--- src/hw/rtl/sswarq_pkg.sv ---
// Shared types and constants for the session sliding-window ARQ core.
package sswarq_pkg;

  localparam int WINDOW_SLOTS = 8;
  localparam int EVENT_DEPTH  = 8;
  localparam int HEADER_BYTES = 8;
  localparam int SLOT_W  = $clog2(WINDOW_SLOTS);
  localparam int EVT_W   = $clog2(EVENT_DEPTH);

  localparam logic [3:0] OP_OPEN       = 4'd0;
  localparam logic [3:0] OP_CLOSE      = 4'd1;
  localparam logic [3:0] OP_SEND       = 4'd2;
  localparam logic [3:0] OP_TICK       = 4'd3;
  localparam logic [3:0] OP_RX_DATA    = 4'd4;
  localparam logic [3:0] OP_RX_ACK     = 4'd5;
  localparam logic [3:0] OP_RX_OPENED  = 4'd6;
  localparam logic [3:0] OP_RX_CLOSED  = 4'd7;
  localparam logic [3:0] OP_RX_ERROR   = 4'd8;
  localparam logic [3:0] OP_RX_TIMEOUT = 4'd9;
  localparam logic [3:0] OP_READ_EVENT = 4'd10;

  localparam logic [2:0] ACT_NONE   = 3'd0;
  localparam logic [2:0] ACT_SEND   = 3'd1;
  localparam logic [2:0] ACT_RESEND = 3'd2;
  localparam logic [2:0] ACT_ACK    = 3'd3;
  localparam logic [2:0] ACT_REJECT = 3'd4;
  localparam logic [2:0] ACT_FULL   = 3'd5;
  localparam logic [2:0] ACT_OPEN   = 3'd6;
  localparam logic [2:0] ACT_CLOSE  = 3'd7;

  localparam logic [2:0] ST_UNUSED  = 3'd0;
  localparam logic [2:0] ST_OPENING = 3'd1;
  localparam logic [2:0] ST_OPEN    = 3'd2;
  localparam logic [2:0] ST_CLOSED  = 3'd3;
  localparam logic [2:0] ST_ERROR   = 3'd4;

  localparam logic [1:0] EVT_NONE    = 2'd0;
  localparam logic [1:0] EVT_CLOSED  = 2'd1;
  localparam logic [1:0] EVT_ERROR   = 2'd2;
  localparam logic [1:0] EVT_TIMEOUT = 2'd3;

  localparam logic [0:0] CFG_RETRANSMIT = 1'd0;
  localparam logic [0:0] CFG_MAX_DGRAM  = 1'd1;

  // Commands from the controller to the datapath.
  typedef struct packed {
    logic       start;  // execute the captured transaction
    logic       load;   // capture the input transaction
  } sswarq_cmd_t;

  // Status from the datapath to the controller.
  typedef struct packed {
    logic out_valid;
  } sswarq_sts_t;

endpackage

--- src/hw/rtl/sswarq_ctrl.sv ---
// Controller state machine: sequences capture, execute and result hand-off.
module sswarq_ctrl
  import sswarq_pkg::*;
(
  input  logic        clk,
  input  logic        rst_n,
  input  logic        in_valid,
  output logic        in_stall,
  input  logic        out_stall,
  output sswarq_cmd_t cmd,
  input  sswarq_sts_t sts
);

  typedef enum logic [2:0] {
    S_IDLE = 3'b001,
    S_EXEC = 3'b010,
    S_HOLD = 3'b100
  } state_t;

  state_t state_r, state_nxt;
  logic   result_free;

  // The result register is free when empty or being drained this cycle.
  assign result_free = !sts.out_valid || !out_stall;

  always_comb begin
    state_nxt = state_r;
    cmd       = '0;
    in_stall  = 1'b1;
    case (state_r)
      S_IDLE: begin
        in_stall = 1'b0;
        cmd.load = in_valid;
        if (in_valid) state_nxt = S_EXEC;
      end
      S_EXEC: begin
        if (result_free) begin
          cmd.start = 1'b1;
          state_nxt = S_IDLE;
        end else begin
          state_nxt = S_HOLD;
        end
      end
      S_HOLD: begin
        if (result_free) begin
          cmd.start = 1'b1;
          state_nxt = S_IDLE;
        end
      end
      default: state_nxt = S_IDLE;
    endcase
  end

  always_ff @(posedge clk) begin
    if (!rst_n) state_r <= S_IDLE;
    else        state_r <= state_nxt;
  end

  a_onehot: assert property (@(posedge clk) disable iff (!rst_n) $onehot(state_r))
    else $error("controller state not one-hot");
  a_load_only_idle: assert property (@(posedge clk) disable iff (!rst_n)
    cmd.load |-> state_r == S_IDLE) else $error("load outside idle");
  a_start_free: assert property (@(posedge clk) disable iff (!rst_n)
    cmd.start |-> result_free) else $error("result overwritten");

endmodule

--- src/hw/rtl/sswarq_dp.sv ---
// Datapath: session counters, window slots, event queue and result register.
module sswarq_dp
  import sswarq_pkg::*;
(
  input  logic        clk,
  input  logic        rst_n,
  input  sswarq_cmd_t cmd,
  output sswarq_sts_t sts,
  input  logic        cfg_we,
  input  logic [0:0]  cfg_index,
  input  logic [15:0] cfg_wdata,
  input  logic [3:0]  in_operation,
  input  logic [15:0] in_sequence_req,
  input  logic [10:0] in_payload_length,
  input  logic        out_stall,
  output logic        out_valid,
  output logic [2:0]  out_action,
  output logic [15:0] out_seq_out,
  output logic [SLOT_W-1:0] out_slot_index,
  output logic        out_deliver,
  output logic [1:0]  out_event_kind,
  output logic [2:0]  out_conn_state,
  output logic        out_event_overflow,
  output logic [31:0] out_session_number
);

  logic [15:0] rtx_ticks_r;
  logic [10:0] max_dgram_r;
  logic [3:0]  op_r;
  logic [15:0] seq_r;
  logic [10:0] len_r;

  logic [2:0]  link_r, link_nxt;
  logic [31:0] sess_r, sess_nxt;
  logic [15:0] base_r, base_nxt;
  logic [15:0] nseq_r, nseq_nxt;
  logic [15:0] exp_r, exp_nxt;
  logic [WINDOW_SLOTS-1:0] busy_r, busy_nxt;
  logic [31:0] stamp_r [WINDOW_SLOTS];
  logic [31:0] tick_r, tick_nxt;
  logic [1:0]  evq_r [EVENT_DEPTH];
  logic [EVT_W-1:0] head_r, head_nxt, tail_r, tail_nxt;
  logic        ovf_r, ovf_nxt;

  logic        stamp_we;
  logic [SLOT_W-1:0] stamp_idx;
  logic [31:0] stamp_val;
  logic        evq_we;
  logic [1:0]  evq_val;

  logic [2:0]  act;
  logic [15:0] sq;
  logic [SLOT_W-1:0] slot;
  logic        dlv;
  logic [1:0]  kind;

  logic        used;
  logic [15:0] in_flight, adv;
  logic [11:0] need_len;
  logic [SLOT_W-1:0] base_slot, nseq_slot, ack_slot;
  logic [31:0] tick_inc;
  logic [EVT_W-1:0] tail_inc;

  always_comb begin
    used      = link_r != ST_UNUSED;
    in_flight = nseq_r - base_r;
    adv       = seq_r - base_r;
    need_len  = 12'(HEADER_BYTES) + {1'b0, len_r};
    base_slot = base_r[SLOT_W-1:0];
    nseq_slot = nseq_r[SLOT_W-1:0];
    tick_inc  = tick_r + 32'd1;
    tail_inc  = tail_r + 1'b1;

    link_nxt = link_r; sess_nxt = sess_r; base_nxt = base_r; nseq_nxt = nseq_r;
    exp_nxt = exp_r; busy_nxt = busy_r; tick_nxt = tick_r;
    head_nxt = head_r; tail_nxt = tail_r; ovf_nxt = ovf_r;
    stamp_we = 1'b0; stamp_idx = nseq_slot; stamp_val = tick_r;
    evq_we = 1'b0; evq_val = EVT_NONE;
    act = ACT_NONE; sq = '0; slot = '0; dlv = 1'b0; kind = EVT_NONE;
    ack_slot = '0;

    case (op_r)
      OP_OPEN: begin
        sess_nxt = sess_r + 32'd1; link_nxt = ST_OPENING;
        base_nxt = '0; nseq_nxt = '0; exp_nxt = '0; busy_nxt = '0;
        head_nxt = '0; tail_nxt = '0; ovf_nxt = 1'b0; act = ACT_OPEN;
      end
      OP_CLOSE: begin
        if (used) begin
          link_nxt = ST_UNUSED; act = ACT_CLOSE;
        end else begin
          act = ACT_REJECT;
        end
      end
      OP_SEND: begin
        if (!used || need_len > {1'b0, max_dgram_r} || link_r != ST_OPEN) begin
          act = ACT_REJECT;
        end else if (in_flight >= 16'(WINDOW_SLOTS)) begin
          act = ACT_FULL;
        end else begin
          busy_nxt[nseq_slot] = 1'b1;
          stamp_we = 1'b1;
          act = ACT_SEND; sq = nseq_r; slot = nseq_slot;
          nseq_nxt = nseq_r + 16'd1;
        end
      end
      OP_TICK: begin
        tick_nxt = tick_inc;
        if (link_r == ST_OPEN && in_flight != 16'd0 && busy_r[base_slot] &&
            (tick_inc - stamp_r[base_slot]) >= {16'd0, rtx_ticks_r}) begin
          stamp_we = 1'b1; stamp_idx = base_slot; stamp_val = tick_inc;
          act = ACT_RESEND; sq = base_r; slot = base_slot;
        end
      end
      OP_RX_DATA: begin
        if (used) begin
          if (seq_r == exp_r) begin
            exp_nxt = exp_r + 16'd1; dlv = 1'b1;
          end
          act = ACT_ACK; sq = exp_nxt;
        end
      end
      OP_RX_ACK: begin
        if (used && adv != 16'd0 && adv <= in_flight) begin
          // Advance is at most the in-flight count, so at most WINDOW_SLOTS.
          for (int i = 0; i < WINDOW_SLOTS; i++) begin
            ack_slot = base_slot + SLOT_W'(i);
            if (16'(i) < adv) busy_nxt[ack_slot] = 1'b0;
          end
          base_nxt = seq_r;
        end
      end
      OP_RX_OPENED: if (used) link_nxt = ST_OPEN;
      OP_RX_CLOSED, OP_RX_ERROR, OP_RX_TIMEOUT: begin
        if (used) begin
          link_nxt = (op_r == OP_RX_CLOSED) ? ST_CLOSED : ST_ERROR;
          evq_we = 1'b1;
          evq_val = (op_r == OP_RX_CLOSED) ? EVT_CLOSED :
                    (op_r == OP_RX_ERROR) ? EVT_ERROR : EVT_TIMEOUT;
          if (tail_inc == head_r) begin
            head_nxt = head_r + 1'b1; ovf_nxt = 1'b1;
          end
          tail_nxt = tail_inc;
        end
      end
      OP_READ_EVENT: begin
        if (used && head_r != tail_r) begin
          kind = evq_r[head_r]; head_nxt = head_r + 1'b1;
        end
      end
      default: ;
    endcase
  end

  always_ff @(posedge clk) begin
    if (cmd.load) begin
      op_r <= in_operation; seq_r <= in_sequence_req; len_r <= in_payload_length;
    end
    if (cmd.start && stamp_we) stamp_r[stamp_idx] <= stamp_val;
    if (cmd.start && evq_we) evq_r[tail_r] <= evq_val;
    if (cmd.start) begin
      out_action <= act; out_seq_out <= sq; out_slot_index <= slot;
      out_deliver <= dlv; out_event_kind <= kind; out_conn_state <= link_nxt;
      out_event_overflow <= ovf_nxt; out_session_number <= sess_nxt;
    end
  end

  always_ff @(posedge clk) begin
    if (!rst_n) begin
      rtx_ticks_r <= 16'd100; max_dgram_r <= 11'd1400;
      link_r <= ST_UNUSED; sess_r <= '0; base_r <= '0; nseq_r <= '0;
      exp_r <= '0; busy_r <= '0; tick_r <= '0; head_r <= '0; tail_r <= '0;
      ovf_r <= 1'b0; out_valid <= 1'b0;
    end else begin
      if (cfg_we && cfg_index == CFG_RETRANSMIT) rtx_ticks_r <= cfg_wdata;
      if (cfg_we && cfg_index == CFG_MAX_DGRAM)  max_dgram_r <= cfg_wdata[10:0];
      if (cmd.start) begin
        link_r <= link_nxt; sess_r <= sess_nxt; base_r <= base_nxt;
        nseq_r <= nseq_nxt; exp_r <= exp_nxt; busy_r <= busy_nxt;
        tick_r <= tick_nxt; head_r <= head_nxt; tail_r <= tail_nxt;
        ovf_r <= ovf_nxt;
      end
      if (cmd.start)           out_valid <= 1'b1;
      else if (!out_stall)     out_valid <= 1'b0;
    end
  end

  assign sts.out_valid = out_valid;

  a_inflight: assert property (@(posedge clk) disable iff (!rst_n)
    (nseq_r - base_r) <= 16'(WINDOW_SLOTS)) else $error("window overrun");
  a_busy_base: assert property (@(posedge clk) disable iff (!rst_n)
    (nseq_r == base_r) |-> busy_r == '0) else $error("busy slot with empty window");
  a_ovf_sticky: assert property (@(posedge clk) disable iff (!rst_n)
    (ovf_r && !(cmd.start && op_r == OP_OPEN)) |=> ovf_r) else $error("overflow lost");

endmodule

--- src/hw/rtl/session_sliding_window_arq_core.sv ---
// Top level of the session sliding-window ARQ core.
// Usage: one connection's sequencing controller. Each input transaction
// (operation, sequence_req, payload_length) yields exactly one result
// transaction (action, seq_out, slot_index, deliver, event_kind, conn_state,
// event_overflow, session_number), in order.
// Both channels use valid/stall handshakes; a transaction moves at a clock
// edge where valid is high and stall is low.
// The accepting edge captures an input; its execution then writes the result
// into the output register, once that register is free.
// The controller captures an item, then executes it against the single set
// of session registers; it accepts no new item until that item has executed.
// While the receiver stalls, the finished result holds in the output
// register; the next item may still be captured, and waits until the
// output register frees before it executes.
// Reset (rst_n low, synchronous) clears the session state, the event queue
// pointers and the busy mask, and loads retransmit_ticks = 100 and
// max_datagram = 1400. No clearing pass is needed.
// Configuration writes (cfg_we, cfg_index, cfg_wdata) take effect at once; the
// user must make them only while the block is idle: the block does not enforce it.
module session_sliding_window_arq_core
  import sswarq_pkg::*;
(
  input  logic        clk,
  input  logic        rst_n,
  input  logic        cfg_we,
  input  logic [0:0]  cfg_index,
  input  logic [15:0] cfg_wdata,
  input  logic        in_valid,
  output logic        in_stall,
  input  logic [3:0]  in_operation,
  input  logic [15:0] in_sequence_req,
  input  logic [10:0] in_payload_length,
  output logic        out_valid,
  input  logic        out_stall,
  output logic [2:0]  out_action,
  output logic [15:0] out_seq_out,
  output logic [2:0]  out_slot_index,
  output logic        out_deliver,
  output logic [1:0]  out_event_kind,
  output logic [2:0]  out_conn_state,
  output logic        out_event_overflow,
  output logic [31:0] out_session_number
);

  sswarq_cmd_t cmd;
  sswarq_sts_t sts;

  sswarq_ctrl u_ctrl (
    .clk, .rst_n, .in_valid, .in_stall, .out_stall, .cmd, .sts
  );

  sswarq_dp u_dp (
    .clk, .rst_n, .cmd, .sts, .cfg_we, .cfg_index, .cfg_wdata,
    .in_operation, .in_sequence_req, .in_payload_length, .out_stall,
    .out_valid, .out_action, .out_seq_out, .out_slot_index, .out_deliver,
    .out_event_kind, .out_conn_state, .out_event_overflow, .out_session_number
  );

endmodule
--- config.mk ---
export PLATFORM = sky130hd
export DESIGN_NAME = session_sliding_window_arq_core
export DESIGN_NICKNAME = d
export VERILOG_FILES = /design/src/hw/rtl/sswarq_pkg.sv /design/src/hw/rtl/sswarq_ctrl.sv /design/src/hw/rtl/sswarq_dp.sv /design/src/hw/rtl/session_sliding_window_arq_core.sv
export SDC_FILE = /design/constraint.sdc
export NUM_CORES = 1
export LEC_CHECK = 0
export BUFFER_PORTS_ARGS = -buffer_cell sky130_fd_sc_hd__buf_4
export CAP_MARGIN = 0
export CORE_UTILIZATION = 51
export DETAILED_ROUTE_END_ITERATION = 7
export PLACE_DENSITY = 0.75
export SYNTH_ARGS = -nofsm -noshare
export SYNTH_HDL_FRONTEND = slang
export SYNTH_SLANG_ARGS = --single-unit
export TNS_END_PERCENT = 20
--- constraint.sdc ---
create_clock -name clk -period 17.05 [get_ports clk]
set_input_delay 0 -clock clk [delete_from_list [all_inputs] [get_ports clk]]
set_output_delay 0 -clock clk [all_outputs]
set_load 0.01 [all_outputs]
==> run_results.csv <==
group,metric,value,unit
synth,synth.area.mux_share,7.049,%
synth,yosys.area_share.simple,14.78,%
power_and_ir_drop,p_clk_share,45.8,%
final_layout,syn2layout_area_growth,14.15,%
placed_design,portBuffers,115,
timing,hold_viol,0,
worst_setup_path,worst_path_dominant_cell_family,"compound AO/OA/AOI/OAI gates",
timing,holdWs,103.2,ps
synth,post_synth_inst_count,2545,
power_and_ir_drop,comb_power_share,4.7,%
placed_design,dp_hpwl,48610,um
synth,async_flop_share,0,%
synth,yosys_warnings,0,
job,drv_cap,0,
placed_design,gp_congestion,0.9374,
synth,synthFlopType,"edfxtp_1",
floorplan,die_area,55970,um^2
synth,yosysTopAreaCell,"edfxtp_1",
synth,ys_ff_latch,528,
route,first_iter_violations,1932,
timing,slew_violations,0,
final_layout,final.fill_count,4264,
global_routing,grtUsageTotal,25.62,%
worst_setup_path,crit_type,"flip-flop to flip-flop",
route,wl_per_cell,21.24,um
worst_setup_path,max_stage_delay,920,ps
cts,cts.sink_count,528,
worst_setup_path,worstPathRequired,17360,ps
cts,tritoncts,"done",
power_and_ir_drop,p_total,2.784,mW
final_layout,fin_nets,2825,
synth,synth_most_common_cell,"edfxtp_1",
cts,cts_resized,0,
synth,syn-num-nets,2714,
timing,min_period,8163,ps
final_layout,seqCellArea,14220,um^2
cts,cts_max_level,2,
final_layout,antennaDiodeCount,0,
worst_hold_path,hold_path_class,"primary input to flip-flop",
cts,clock_latency,620,ps
floorplan,num_rows,85,
final_layout,layout-drive-gt1-share,13.39,%
worst_hold_path,hold_end,"u_dp.seq_r[1]",
worst_setup_path,start_kind,"flip-flop",
synth,synth_seq_area_share,50.65,%
timing,fmax,122.5,MHz
cts,cts_buffers,55,
power_and_ir_drop,leakage,12.01,nW
synth,post-synth-top-area-fraction,38.95,%
synth,netlist_area,28060,um^2
worst_setup_path,reg2reg_slack,8890,ps
route,routed_via_density,6.084,
worst_setup_path,crit_chain,"buf_4, mux4_2, mux2i_1, ha_1, a21oi_1, o21ai_0, a31oi_1, o21ai_0, xor2_1, ha_1, a21o_1, a211oi_1, o211ai_1, a211oi_1, o211ai_1, or4_1, nor4_1, a31oi_4, buf_4, a31oi_1",
power_and_ir_drop,p_int,2.184,mW
synth,synth_compound_area_share,12.13,%
worst_setup_path,crit_path_end_kind,"flip-flop",
timing,final.setup.tns,0,ps
synth,synth_cell_types,91,
power_and_ir_drop,swShare,21.53,%
worst_setup_path,worst-path-max-fanout,44,
worst_hold_path,hold_depth,2,
worst_setup_path,cp_data_arrival_time,8480,ps
synth,avgSynthCellArea,11.03,um^2
global_routing,antenna_found_initial,0,
timing,rsz0062_at_grt,"no",
route,ant_nets,0,
synth,yosys-top-cells-count,"edfxtp_1 (364), nand2_1 (257), dfxtp_1 (164)",
worst_setup_path,r2r-end,"u_dp.stamp_r[3][2]",
power_and_ir_drop,powerDensity,86.90,nW/um^2
worst_setup_path,cpMaxStageDelayCell,"dfxtp_4",
synth,synth_adder_area_share,5.323,%
synth,synth-xor-area-share,6.835,%
floorplan,io_pins,116,
floorplan,start_util,51.84,%
floorplan,die_x,236.6,um
timing,fin_crit_sh,47.88,%
timing,setup_viol,0,
power_and_ir_drop,p_switching,0.5993,mW
power_and_ir_drop,p_seq_share,49.5,%
floorplan,core_region_area,54130,um^2
route,dr.pass1.iters,5,
worst_hold_path,worstHoldStart,"in_sequence_req[1]",
synth,synth-edff-count,364,
worst_setup_path,reg2regPathDepth,20,
floorplan,die_height,236.6,um
cts,ctsLongestPathBuffers,3,
cts,path_clk_slew,60,ps
worst_setup_path,path_buf_inv,2,
timing,worst_clock_skew,13.91,ps
global_routing,grt_max_degree,101,
global_routing,grt-ovfl-total,0,
timing,worst_pin_slew,1212,ps
route,drcViolationCount,0,
cts,ctsRootBufferMaster,"clkbuf_16",
final_layout,multi_input_area,13040,um^2
synth,ys_top_cells_by_area,"edfxtp_1 (39%), dfxtp_1 (12%), mux4_2 (5.5%)",
outcome,outcome,"complete, no violations",
power_and_ir_drop,ir_drop,0.08663,mV
synth,synth_top_family_by_area,"simple AND/OR/NAND/NOR gates",
global_routing,grt_pass1_vias,20290,
timing,slew_headroom,19.22,%
route,drt-total-wl,72200,um
route,num_vias,20680,
global_routing,grt_pass1_wl,113300,um
cts,post_cts_buffers,0,
## flip-flops by register name (all words and copies together) (netlist names), 4 cells and up, named ones only
register,count
u_dp.out_seq_out,16
u_dp.base_r,16
u_dp.out_session_number,32
u_dp.rtx_ticks_r,16
u_dp.seq_r,16
u_dp.op_r,4
u_dp.max_dgram_r,11
u_dp.sess_r,32
u_dp.evq_r,16
u_dp.tick_r,32
u_dp.stamp_r,256
u_dp.len_r,11
u_dp.exp_r,16
u_dp.busy_r,8
u_dp.nseq_r,16
## per-stage QoR
stage / cell area (um^2) / worst slack [ps] / std cells / util [%]
finish: 32030 / 8887 / 3399 / 59.17
global route: 32030 / 8332 / 3399 / 59.17
CTS: 32030 / 8924 / 3399 / 59.17
detailed placement: 29500 / 9017 / 3239 / 54.50
global placement: 29500 / 9094 / 3239 / 54.50
floorplan: 28060 / 9385 / 2545 / -
## worst max path at each step
stage | to | slack [ps] | depth (start not counted)
5_1_grt | u_dp.stamp_r[3][2] | 8330 | 21
4_1_cts | u_dp.stamp_r[4][2] | 8920 | 20
3_5_place_dp | u_dp.stamp_r[6][2] | 9020 | 20
2_1_floorplan | u_dp.stamp_r[5][0] | 9390 | 23
3_3_place_gp | u_dp.stamp_r[5][2] | 9090 | 22
6_report | u_dp.stamp_r[3][2] | 8890 | 20
## worst register-to-register path, stage by stage (launching register included)
cell and delay (ps):
dfxtp_4 920, buf_4 590, mux4_2 590, mux2i_1 320
ha_1 350, a21oi_1 270, o21ai_0 200, a31oi_1 380
o21ai_0 180, xor2_1 160, ha_1 300, a21o_1 170
a211oi_1 240, o211ai_1 150, a211oi_1 200, o211ai_1 120
or4_1 550, nor4_1 760, a31oi_4 350, buf_4 430
a31oi_1 650
## logic make-up (layout without fill, tap and decap cells)
family / after synthesis / count (layout)
buffers and inverters: 223 / 381
flip-flops: 528 / 528
AO/OA/AOI/OAI: 519 / 519
adder cells (fa/ha/maj): 118 / 118
AND/OR/NAND/NOR: 826 / 826
multiplexers: 112 / 112
XOR/XNOR: 219 / 219
## per-layer routing
metal	track usage (%)	wire length, um	vias up
met1	35.19	31050	10140
met3	3.544	4942	145
met2	42.12	34210	800
met5	0	0	-
li1	-	-	9594
met4	7.930	1998	0
## power groups by stage
stage,logic (mW),clock network [mW],registers [mW]
2_1_floorplan,0.0763,0,1.40
3_3_place_gp,0.114,0,1.41
3_5_place_dp,0.117,0,1.41
4_1_cts,0.128,1.29,1.38
5_1_grt,0.142,1.34,1.38
6_report,0.130,1.27,1.38
## layout make-up
type                       count  area share (%)
inverter                      77          0.9062
multi-input combinational   1794           40.71
tap                          696           2.719
clock inverter                27          0.9570
sequential                   528           44.39
clock buffer                  77           5.191
timing repair buffer         200           5.125
## layout by cell type, fill, tap and decap left out, types with 13 or more instances in the layout
cell           netlist  routed
edfxtp_1           364     364
nand2_1            257     257
dfxtp_1            164     161
nor2_1             153     153
xnor2_1            148     148
buf_4                4     144
a21oi_1            135     135
ha_1               113     113
o21ai_0             94      90
inv_1               77      76
nand3_1             75      75
xor2_1              71      71
and2_1              69      69
mux4_2              68      68
clkbuf_16            0      58
dlygate4sd3_1        0      56
a21boi_0            45      45
nand4_1             42      42
and3_1              41      40
a21o_1              40      40
nor3_1              39      39
mux2i_1             39      39
nor2b_1             36      36
a31oi_1             35      33
or3_1               28      28
o211ai_1            26      26
a22oi_1             22      22
nand2b_1            21      21
a211oi_1            19      19
clkbuf_8             0      14
o21a_1              13      13
## repair_timing
item	CTS	global route
setup endpoints to repair	0	0
hold buffers	56	0
hold endpoints to repair	92	0
Note: power is estimated with default switching activity, not from simulation.
